===== src/hdl/mslfo_pkg.sv =====
// ----------------------------------------------------------------------------
// mslfo_pkg
// Shared types and constants for the multi-shape LFO core.
// ----------------------------------------------------------------------------
package mslfo_pkg;

  localparam int SINE_DEPTH_DEFAULT = 256;

  localparam int PHASE_W   = 32;
  localparam int SAMPLE_W  = 16;
  localparam int SHAPE_W   = 3;
  localparam int CFG_IDX_W = 2;
  localparam int CFG_DAT_W = 32;
  localparam int S_DATA_W  = 64;

  localparam int MUL_A_W = 33;
  localparam int MUL_B_W = 18;
  localparam int MUL_P_W = MUL_A_W + MUL_B_W;

  localparam logic [63:0] HALF_PI_Q30 = 64'd1686629713;

  localparam logic [SHAPE_W-1:0] SHAPE_SINE     = 3'd0;
  localparam logic [SHAPE_W-1:0] SHAPE_SQUARE   = 3'd1;
  localparam logic [SHAPE_W-1:0] SHAPE_RANDOM   = 3'd2;
  localparam logic [SHAPE_W-1:0] SHAPE_TRIANGLE = 3'd3;

  localparam logic OP_TICK = 1'b0;
  localparam logic OP_NOTE = 1'b1;

  localparam logic [CFG_IDX_W-1:0] REG_SHAPE = 2'd0;
  localparam logic [CFG_IDX_W-1:0] REG_INC   = 2'd1;
  localparam logic [CFG_IDX_W-1:0] REG_DEPTH = 2'd2;

  localparam logic [SAMPLE_W-1:0] DEPTH_RESET = 16'd32768;

  typedef enum logic [2:0] {
    ST_IDLE,
    ST_MUL,
    ST_ROM,
    ST_SHAPE,
    ST_SCALE,
    ST_FIN
  } state_t;

  typedef struct packed {
    logic                      go;
    logic signed [MUL_A_W-1:0] a;
    logic signed [MUL_B_W-1:0] b;
  } mul_req_t;

endpackage


===== src/hdl/multi_shape_lfo_core.sv =====
// ----------------------------------------------------------------------------
// multi_shape_lfo_core
// Multi-shape LFO: Q0.32 phase accumulator, sine/square/random/triangle shapes.
// ----------------------------------------------------------------------------
// A tick beat (tuser 0) drops s_tready after acceptance and walks the states
// MUL, ROM, SHAPE, SCALE and FIN before the core is ready again. One shared
// multiplier is used first for the sine table index or the random
// interpolation, then for the depth scaling, with a registered sine table
// read between; a held result stalls the last step. A note-start beat
// (tuser 1) leaves the core idle and produces no output beat. The output
// register lets the next beat be accepted while a result waits.
module multi_shape_lfo_core #(
  parameter int SINE_TABLE_DEPTH = mslfo_pkg::SINE_DEPTH_DEFAULT
) (
  input  logic                              clk,
  input  logic                              rst,
  input  logic                              cfg_wr_en,
  input  logic [mslfo_pkg::CFG_IDX_W-1:0]   cfg_index,
  input  logic [mslfo_pkg::CFG_DAT_W-1:0]   cfg_data,
  input  logic                              s_tvalid,
  output logic                              s_tready,
  // start_phase[31:0], random_first[47:32], random_fresh[63:48]
  input  logic [mslfo_pkg::S_DATA_W-1:0]    s_tdata,
  // operation[0]
  input  logic                              s_tuser,
  output logic                              m_tvalid,
  input  logic                              m_tready,
  // lfo_value[15:0]
  output logic [mslfo_pkg::SAMPLE_W-1:0]    m_tdata,
  // phase_wrapped[0]
  output logic                              m_tuser
);
  import mslfo_pkg::*;

  localparam int AW = $clog2(SINE_TABLE_DEPTH);

  state_t state, state_next;

  logic [SHAPE_W-1:0]         lfo_shape;
  logic [PHASE_W-1:0]         phase_increment;
  logic [SAMPLE_W-1:0]        lfo_depth;
  logic [PHASE_W-1:0]         phase;
  logic signed [SAMPLE_W-1:0] held_random;
  logic signed [SAMPLE_W-1:0] next_random;
  logic signed [SAMPLE_W-1:0] fresh;
  logic signed [MUL_B_W-1:0]  shaped;

  mul_req_t                  mul_req;
  logic signed [MUL_P_W-1:0] prod;
  logic [AW-1:0]             rom_addr;
  logic [15:0]               rom_data;

  logic                      accept;
  logic                      fin_fire;
  logic signed [SAMPLE_W:0]  diff;
  logic [AW-1:0]             sine_idx;
  logic [PHASE_W-1:0]        tri_dist;
  logic signed [MUL_B_W-1:0] sine_val;
  logic signed [MUL_B_W-1:0] shaped_next;
  logic signed [MUL_P_W-1:0] rounded;
  logic signed [35:0]        scaled;
  logic [SAMPLE_W-1:0]       sat_value;
  logic [PHASE_W:0]          phase_sum;

  mslfo_mul u_mul (
    .clk  (clk),
    .req  (mul_req),
    .prod (prod)
  );

  mslfo_sine_rom #(
    .SINE_TABLE_DEPTH (SINE_TABLE_DEPTH),
    .AW               (AW)
  ) u_rom (
    .clk     (clk),
    .addr    (rom_addr),
    .rd_data (rom_data)
  );

  assign accept = s_tvalid && s_tready;
  assign diff   = {next_random[SAMPLE_W-1], next_random}
                - {held_random[SAMPLE_W-1], held_random};

  // next state
  always_comb begin
    state_next = state;
    case (state)
      ST_IDLE:  if (accept && s_tuser == OP_TICK) state_next = ST_MUL;
      ST_MUL:   state_next = ST_ROM;
      ST_ROM:   state_next = ST_SHAPE;
      ST_SHAPE: state_next = ST_SCALE;
      ST_SCALE: state_next = ST_FIN;
      ST_FIN:   if (fin_fire) state_next = ST_IDLE;
      default:  state_next = ST_IDLE;
    endcase
  end

  // outputs
  always_comb begin
    s_tready    = 1'b0;
    fin_fire    = 1'b0;
    mul_req.go  = 1'b0;
    mul_req.a   = $signed({3'b000, phase[29:0]});
    mul_req.b   = MUL_B_W'(SINE_TABLE_DEPTH);
    case (state)
      ST_IDLE: s_tready = 1'b1;
      ST_MUL: begin
        mul_req.go = 1'b1;
        if (lfo_shape == SHAPE_RANDOM) begin
          mul_req.a = $signed({1'b0, phase});
          mul_req.b = {diff[SAMPLE_W], diff};
        end
      end
      ST_SCALE: begin
        mul_req.go = 1'b1;
        mul_req.a  = $signed({{(MUL_A_W-SAMPLE_W){1'b0}}, lfo_depth});
        mul_req.b  = shaped;
      end
      ST_FIN: fin_fire = !m_tvalid || m_tready;
      default: ;
    endcase
  end

  // sine index from the product, mirrored on odd quadrants
  assign sine_idx = prod[30 +: AW];
  assign rom_addr = phase[30] ? AW'(SINE_TABLE_DEPTH - 1) - sine_idx : sine_idx;

  assign tri_dist = phase[31] ? {1'b0, phase[30:0]} : 32'h8000_0000 - phase;
  assign sine_val = phase[31] ? -$signed({2'b00, rom_data}) : $signed({2'b00, rom_data});

  always_comb begin
    case (lfo_shape)
      SHAPE_SINE:     shaped_next = sine_val;
      SHAPE_SQUARE:   shaped_next = phase[31] ? -18'sd32768 : 18'sd32768;
      SHAPE_RANDOM:   shaped_next = MUL_B_W'(held_random) + prod[49:32];
      SHAPE_TRIANGLE: shaped_next = 18'sd32768 - $signed({1'b0, tri_dist[31:15]});
      default:        shaped_next = '0;
    endcase
  end

  assign rounded   = prod + MUL_P_W'(16384);
  assign scaled    = rounded[MUL_P_W-1:15];
  assign sat_value = (scaled > 36'sd32767)  ? 16'h7FFF :
                     (scaled < -36'sd32768) ? 16'h8000 : scaled[15:0];
  assign phase_sum = {1'b0, phase} + {1'b0, phase_increment};

  always_ff @(posedge clk) begin
    if (state == ST_SHAPE) shaped <= shaped_next;
    if (accept) fresh <= s_tdata[63:48];
    if (fin_fire) begin
      m_tdata <= sat_value;
      m_tuser <= phase_sum[PHASE_W];
    end
  end

  always_ff @(posedge clk) begin
    if (rst) begin
      state           <= ST_IDLE;
      lfo_shape       <= SHAPE_SINE;
      phase_increment <= '0;
      lfo_depth       <= DEPTH_RESET;
      phase           <= '0;
      held_random     <= '0;
      next_random     <= '0;
      m_tvalid        <= 1'b0;
    end else begin
      state <= state_next;
      if (cfg_wr_en) begin
        case (cfg_index)
          REG_SHAPE: lfo_shape       <= cfg_data[SHAPE_W-1:0];
          REG_INC:   phase_increment <= cfg_data[PHASE_W-1:0];
          REG_DEPTH: lfo_depth       <= cfg_data[SAMPLE_W-1:0];
          default: ;
        endcase
      end
      if (accept && s_tuser == OP_NOTE) begin
        phase       <= s_tdata[31:0];
        held_random <= s_tdata[47:32];
        next_random <= s_tdata[63:48];
      end
      if (fin_fire) begin
        phase <= phase_sum[PHASE_W-1:0];
        if (phase_sum[PHASE_W]) begin
          held_random <= next_random;
          next_random <= fresh;
        end
      end
      if (fin_fire) begin
        m_tvalid <= 1'b1;
      end else if (m_tready) begin
        m_tvalid <= 1'b0;
      end
    end
  end

endmodule


===== src/hdl/mslfo_sine_rom.sv =====
// ----------------------------------------------------------------------------
// mslfo_sine_rom
// Quarter-wave sine table, contents fixed at elaboration, registered read.
// ----------------------------------------------------------------------------
module mslfo_sine_rom #(
  parameter int SINE_TABLE_DEPTH = mslfo_pkg::SINE_DEPTH_DEFAULT,
  parameter int AW               = $clog2(SINE_TABLE_DEPTH)
) (
  input  logic          clk,
  input  logic [AW-1:0] addr,
  output logic [15:0]   rd_data
);
  import mslfo_pkg::*;

  function automatic logic [15:0] sine_entry(input int unsigned idx);
    longint unsigned x;
    longint unsigned term;
    longint unsigned sum;
    longint unsigned entry;
    x = (HALF_PI_Q30 * (2 * longint'(idx) + 1)) / (2 * SINE_TABLE_DEPTH);
    term = x;
    sum  = x;
    for (int k = 1; k <= 6; k++) begin
      term = (((term * x) >> 30) * x) >> 30;
      case (k)
        1:       term = term / 6;
        2:       term = term / 20;
        3:       term = term / 42;
        4:       term = term / 72;
        5:       term = term / 110;
        default: term = term / 156;
      endcase
      if (k % 2 == 1) begin
        sum = sum - term;
      end else begin
        sum = sum + term;
      end
    end
    entry = (sum * 32768 + (64'd1 << 29)) >> 30;
    if (entry > 32768) begin
      entry = 32768;
    end
    return entry[15:0];
  endfunction

  logic [15:0] rom [SINE_TABLE_DEPTH];

  for (genvar g = 0; g < SINE_TABLE_DEPTH; g++) begin : g_rom
    assign rom[g] = sine_entry(g);
  end

  always_ff @(posedge clk) begin
    rd_data <= rom[addr];
  end

endmodule


===== src/hdl/mslfo_mul.sv =====
// ----------------------------------------------------------------------------
// mslfo_mul
// Shared signed 33x18 multiplier with registered product and load enable.
// ----------------------------------------------------------------------------
module mslfo_mul (
  input  logic                                clk,
  input  mslfo_pkg::mul_req_t                 req,
  output logic signed [mslfo_pkg::MUL_P_W-1:0] prod
);
  import mslfo_pkg::*;

  always_ff @(posedge clk) begin
    if (req.go) begin
      prod <= req.a * req.b;
    end
  end

endmodule


===== config.mk =====
export PLATFORM = sky130hd
export DESIGN_NAME = multi_shape_lfo_core
export DESIGN_NICKNAME = d
export VERILOG_FILES = /design/src/hdl/mslfo_pkg.sv /design/src/hdl/multi_shape_lfo_core.sv /design/src/hdl/mslfo_sine_rom.sv /design/src/hdl/mslfo_mul.sv
export SDC_FILE = /design/constraint.sdc
export NUM_CORES = 2
export LEC_CHECK = 0
export BUFFER_PORTS_ARGS = -buffer_cell sky130_fd_sc_hd__clkbuf_2
export CAP_MARGIN = 20
export CORE_ASPECT_RATIO = 1.1
export CORE_MARGIN = 2
export CORE_UTILIZATION = 57
export CTS_BUF_LIST = sky130_fd_sc_hd__clkbuf_8
export CTS_CLUSTER_DIAMETER = 50
export DETAILED_ROUTE_END_ITERATION = 8
export GPL_TIMING_DRIVEN = 0
export HOLD_SLACK_MARGIN = 0.05
export PLACE_DENSITY = 0.71
export SLEW_MARGIN = 10
export SYNTH_ARGS = -nofsm -noshare
export SYNTH_HDL_FRONTEND = slang
export SYNTH_SLANG_ARGS = --single-unit

===== constraint.sdc =====
create_clock -name clk -period 10.1 [get_ports clk]
set_input_delay 1.01 -clock clk [delete_from_list [all_inputs] [get_ports clk]]
set_output_delay 1.01 -clock clk [all_outputs]
set_load 0.1 [all_outputs]

# Word-level counts from Yosys, hierarchy flattened
# Memory sizes are Yosys's and may differ from the RTL's. A register that Yosys moved wholly into a read port is not among the register bits.
# Cells that the tools add are included.
dict set report word_totals {
  ff_bits 221
  latch_bits 0
  ram_bits 0
  mem_bits_ro 4096
  inputBits 104
  out_inout_bits 19
  elab_cells 76
  n_memories 1
}
dict set report op_classes {
  n_addsub 8
  mul 1
  n_div 0
  magnitude_cmp 2
  n_eq_ne 12
  n_shift 0
  mux 23
  bitwise_logic 2
  reduce_logical 14
}
# name depth width read_ports rd_clocked_by_memory_dff write_ports line_no
set memory_table {}
lappend memory_table {{(no name shown)} 256 16 1 1 0 mslfo_sine_rom.sv:53} ;# rd_data <= rom[addr];
# cell count
set ops {}
lappend ops {{$mux 16} 7}
lappend ops {{$pmux 52 s2} 1}
lappend ops {{$mux 32} 3}
lappend ops {{$pmux 18 s4} 1}
lappend ops {{$add 51x16->51 const B} 1}
lappend ops {{$mul 33x18->51} 1}
lappend ops {{$mux 50} 1}
lappend ops {{$gt 36x16->1 const B} 1}
lappend ops {{$lt 36x16->1 const B} 1}
lappend ops {{$mux 18} 2}
lappend ops {{$add 32x32->33} 1}
lappend ops {{$sub 32x32->32 const A} 1}
lappend ops {{$add 18x18->18} 1}
lappend ops {{$neg 16->18} 1}
lappend ops {{$pmux 3 s6} 1}
lappend ops {{$sub 16x17->18 const A} 1}
lappend ops {{$sub 16x16->17} 1}
lappend ops {{$eq 3x2->1 const B} 4}
lappend ops {{$not 8->9} 1}
lappend ops {{$mux 8} 1}
lappend ops {{$reduce_and 2->1} 4}
lappend ops {{$sub 8x8->8 const A} 1}
lappend ops {{$eq 3x1->1 const B} 2}
lappend ops {{$eq 3x3->1 const B} 2}
lappend ops {{other kinds (12)} 21}

# Longest topological paths before layout
dict set report logic_depth {
  ltp_word 7
  mapped_depth 37
  ltp_nobuf 36
}

# Hierarchy
# From an unflattened synthesis, not the netlist that was laid out.
dict set report hier_totals {
  cells_unflattened 4642
  hier_area_um2 39430.3
}
# module n_inst cells_each area_each_um2
set by_module_without_submodules {}
lappend by_module_without_submodules {mslfo_mul 1 2402 22106.2}
lappend by_module_without_submodules {multi_shape_lfo_core 1 1516 12758.5}
lappend by_module_without_submodules {mslfo_sine_rom 1 724 4565.6}

# Least setup slack after synthesis
# Ideal clock, no wire load.
dict set report synth_timing {
  kind {register -> register}
  start {register held_random[0]}
  end {register u_mul.prod[47] in the netlist's numbering, data pin}
  arrival_ps 8364
  path_slack_ps 1469
  stages_incl_launch_ff 35
  n_path_buf 1
  synth_period_minus_slack_ps 8631
  cell_sequence {dfxtp_1 -> ha_1 -> inv_1 -> fa_1 -> a21o_1 -> a21oi_1 -> o21bai_1 -> a21o_1 -> a311oi_1 -> o21bai_1 -> a21oi_1 -> xor2_1 -> o21ai_0 -> clkbuf_1 -> nand2_1 -> fa_1 -> inv_1 -> fa_1 -> fa_1 -> fa_1 -> fa_1 -> inv_1 -> fa_1 -> inv_1 -> ha_1 -> and3_1 -> nand2_1 -> or3_1 -> nor2_1 -> a31oi_1 -> a211oi_1 -> o211a_1 -> o21ai_0 -> o311ai_0 -> xnor2_1}
}
dict set report synth_via {
  elab_chain_cells 4
}
# element line_no
set synth_lines {}
lappend synth_lines {{start: declaration} multi_shape_lfo_core.sv:43} ;# logic signed [SAMPLE_W-1:0] held_random;
lappend synth_lines {{start signal: assignment} multi_shape_lfo_core.sv:178} ;# held_random <= s_tdata[47:32];
lappend synth_lines {{start signal: assignment} multi_shape_lfo_core.sv:184} ;# held_random <= next_random;
lappend synth_lines {{$sub 16x16->17} multi_shape_lfo_core.sv:82} ;# - {held_random[SAMPLE_W-1], held_random};
lappend synth_lines {{$mux 50} multi_shape_lfo_core.sv:109} ;# if (lfo_shape == SHAPE_RANDOM) begin
lappend synth_lines {{$pmux 52 s2} multi_shape_lfo_core.sv:105} ;# case (state)
lappend synth_lines {{$mul 33x18->51} mslfo_mul.sv:14} ;# prod <= req.a * req.b;
lappend synth_lines {{end signal: assignment} mslfo_mul.sv:14}
lappend synth_lines {{end: declaration} mslfo_mul.sv:8} ;# output logic signed [mslfo_pkg::MUL_P_W-1:0] prod
# Every way passes these cells.
# A chain may end at the register's enable or synchronous reset.

# Worst setup path in the final report
dict set report layout_timing {
  start {register held_random[0]}
  end {register u_mul.prod[50] in the netlist's numbering, data pin}
}
# Same word-level chain as after synthesis.

==> flow_metrics.py <==
metrics = {
    "status": {
        "status": "complete, no violations",
    },
    "synthesis": {
        "synth_xor_area_share_pct": 3.917,
        "yosys_register_bits": 223,
        "yosys_most_used_dff": "dfxtp_1",
        "synth_top_area_share_pct": 26.64,
        "synth_area_leader_cell": "fa_1",
        "yosys.area_share.simple_pct": 17.92,
        "syn_area_sq_mm": 0.03623,
        "synth_cell_type_count": 98,
        "avgSynthCellArea_sq_um": 7.969,
        "synth-warning-count": 0,
        "synth_cells": 4546,
        "synth_commonest_cells": "754 x nand2_1, 658 x inv_1, 482 x fa_1",
        "synth_fp_nets": 5371,
        "synthMuxAreaShare_pct": 2.532,
        "yosys-top-cells-area": "fa_1 27%, ha_1 8.3%, nand2_1 7.8%",
        "synth_fa_ha_area_share_pct": 34.89,
        "async_reset_ff_share_pct": 0,
        "synth_most_common_cell": "nand2_1",
        "synth_top_family_by_area": "adder cells",
        "yosysSeqAreaShare_pct": 14.75,
        "synth_compound_area_share_pct": 16.24,
        "synth_edf_count": 88,
    },
    "clocking": {
        "ctsHoldBuffers": 0,
        "cts-htree-levels": 2,
        "cts_tree": "yes",
        "cts_sinks": 223,
        "clockRootBuffer": "clkbuf_8",
        "cts_buffers": 43,
        "clk_pin_slew_ns": 0.06,
        "clk_latency_ns": 0.65,
        "clk_path_buf_depth": 3,
    },
    "drt": {
        "ant_nets": 0,
        "vias_per_cell": 6.372,
        "drc": 0,
        "drt_first_iter_violations": 4205,
        "drtPass1Iterations": 8,
        "routed_wl_um": 148300,
        "vias": 35750,
        "wire_per_inst_um": 26.44,
    },
    "finish": {
        "fin_util_pct": 62.90,
        "syn_to_final_growth_pct": 8.655,
        "fillers": 5581,
        "num-nets-final": 5561,
        "drive_gt1_share_pct": 7.191,
    },
    "floorplan": {
        "core_area_sq_mm": 0.06258,
        "rows": 96,
        "die-height_um": 268.4,
        "ioPinCount": 123,
        "start_util_pct": 57.89,
        "die_w_um": 244.4,
        "floorplan.die_area_sq_mm": 0.06559,
    },
    "hold_path": {
        "whs_path_depth": 2,
        "min_from": "phase_increment[5]",
        "holdPathEnd": "phase_increment[5]",
        "hold_path.class": "flop to flop",
    },
    "power": {
        "pwr_density_cell_mw_per_mm2": 99.81,
        "p_total_mw": 3.929,
        "p_leak_nw": 18.46,
        "irDropWorstVdd_mv": 0.1086,
    },
    "sta": {
        "hold_violations": 0,
        "fin_crit_sh_pct": 96.91,
        "max_freq_ghz": 0.1022,
        "max-slew-margin-rel_pct": 21.11,
        "holdWs_ns": 0.4598,
        "setup_viol": 0,
        "finalClockSkew_ns": 0.03699,
        "tightest_slew_ns": 1.179,
        "drv_slew": 0,
        "period_needed_ns": 9.788,
    },
    "setup_path": {
        "crit_path_start_kind": "flop",
        "cpMaxStageDelayCell": "fa_1",
        "required_ns": 10.52,
        "crit_start": "held_random[0]",
        "path_common_cell": "fa_1",
        "timing.rr.end": "u_mul.prod[50]",
        "cpPeakStageDelay_ns": 0.56,
        "worstPathArrival_ns": 10.20,
        "worstPathMaxFanout": 10,
        "worstSetupPathType": "flop to flop",
        "rr_worst_depth": 36,
        "ff2ff_setup_slack_ns": 0.31,
        "regToRegStartpoint": "held_random[0]",
        "crit_path_end_kind": "flop",
    },
    "job": {
        "drv_cap": 0,
    },
    "global_route": {
        "overflow": 0,
        "grt_pass1_vias": 35820,
        "grt_use_total_pct": 46.14,
        "grt_max_degree": 25,
        "grt_pass1_wl_um": 223900,
        "antenna_found_initial": 10,
    },
    "placed_design": {
        "dp_hpwl_um": 118500,
        "gp_congestion": 1.073,
        "portBuffers": 121,
    },
}
## area by class of cell
type	count	area (sq um)	area share (%)
sequential	223	5346	13.58
inverter	661	2482	6.306
clock buffer	48	660.6	1.678
multi-input combinational	3394	27680	70.31
timing repair buffer	151	888.4	2.257
antenna	7	17.52	0.04450
buffer	262	1066	2.708
clock inverter	31	181.4	0.4609
tap	833	1042	2.648
## cells in the final DEF, fill, tap and decap left out, types with 11 or more instances in the layout
master    Yosys  routed
nand2_1     754     752
inv_1       658     675
fa_1        482     482
nor2_1      383     377
a21oi_1     301     295
ha_1        239     239
clkbuf_1    226     203
o21ai_0     169     164
clkbuf_2      0     135
dfxtp_1     135     134
xnor2_1     108     103
a211oi_1     90      88
edfxtp_1     88      88
mux2i_1      86      86
nand3_1      79      79
nor3_1       63      61
xor2_1       54      51
clkbuf_8      1      49
o211ai_1     39      39
a31oi_1      39      39
and3_1       39      37
a21o_1       41      37
nand2b_1     32      32
and2_1       31      30
o221ai_1     25      25
nor2b_1      24      24
buf_1        26      24
o22ai_1      23      23
buf_4         2      22
o311ai_0     20      18
o21bai_1     17      17
buf_2        11      15
a311oi_1     16      14
o31ai_1      15      14
o21a_1       12      12
nor4_1       12      12
a22oi_1      13      12
o21ai_2      10      11
nand4_1      11      11
## cell families (layout without fill, tap and decap cells)
family,count (synthesis),in the layout
DFF,223,223
and+or+nand+nor,1500,1500
AOI/OAI and AO/OA,921,921
adders and majority gates,721,721
buffers and inverters,929,1153
muxes,90,90
xor gates and xnor gates,162,162
other,0,7
## per-stage QoR
step                      TNS, ns  setup WS (ns)  instance area (sq um)  std cells
after global routing      -0.2472        -0.1158                  39350       5606
after floorplan                 0          1.469                  36230       4546
final                           0         0.3121                  39360       5610
after CTS                       0       0.003604                  38970       5586
after global placement     -20.49         -1.356                  37880       5500
after detailed placement   -15.57         -1.154                  38030       5511
## sequential cells by signal (all words and copies together) (netlist names)
register	flops
fresh	16
held_random	16
lfo_depth	16
lfo_shape	3
m_tdata	16
m_tuser	1
m_tvalid	1
next_random	16
phase	32
phase_increment	32
shaped	18
state	3
u_mul.prod	37
u_rom.rd_data	16
## worst max-delay path by stage
stage	slack (ns)	to	depth (start not counted)
after floorplan	1.47	u_mul.prod[47]	34
after global placement	-1.36	u_mul.prod[50]	34
final	0.31	u_mul.prod[50]	36
after global routing	-0.12	u_mul.prod[50]	37
after CTS	0.004	u_mul.prod[47]	35
after detailed placement	-1.15	u_mul.prod[46]	34
## worst max-delay path: cells and delay by family, from the launching register on
kind / cells / cell delay, ns
fa+ha+maj: 9 / 4.10
compound gates: 8 / 1.59
buf+inv: 8 / 0.92
simple gates: 9 / 1.85
xor+xnor: 2 / 0.68
flops: 1 / 0.38
## power by group
group / switching [mW] / internal (mW)
clock: 0.457 / 0.467
combinational: 1.36 / 0.538
sequential: 0.0876 / 1.02
## repair_timing
| action | 4_1_cts | 5_1_grt |
|---|---|---|
| resized for setup | 32 | 75 |
| setup endpoints to repair | 25 | 20 |
| pin swaps | 0 | 8 |
| buffers inserted | 0 | 8 |
## metal layers
| metal | share of wire [%] | global-route usage (%) | wire (um) | up-vias |
|---|---|---|---|---|
| met2 | 44 | 73.18 | 65380 | 2461 |
| met5 | 0.033 | 0.07353 | 49 | - |
| met4 | 11 | 37.31 | 15650 | 8 |
| met1 | 35 | 52.38 | 51220 | 17120 |
| met3 | 11 | 13.08 | 16050 | 809 |
| li1 | - | - | - | 15350 |
Note: power is estimated with default switching activity, not from simulation.
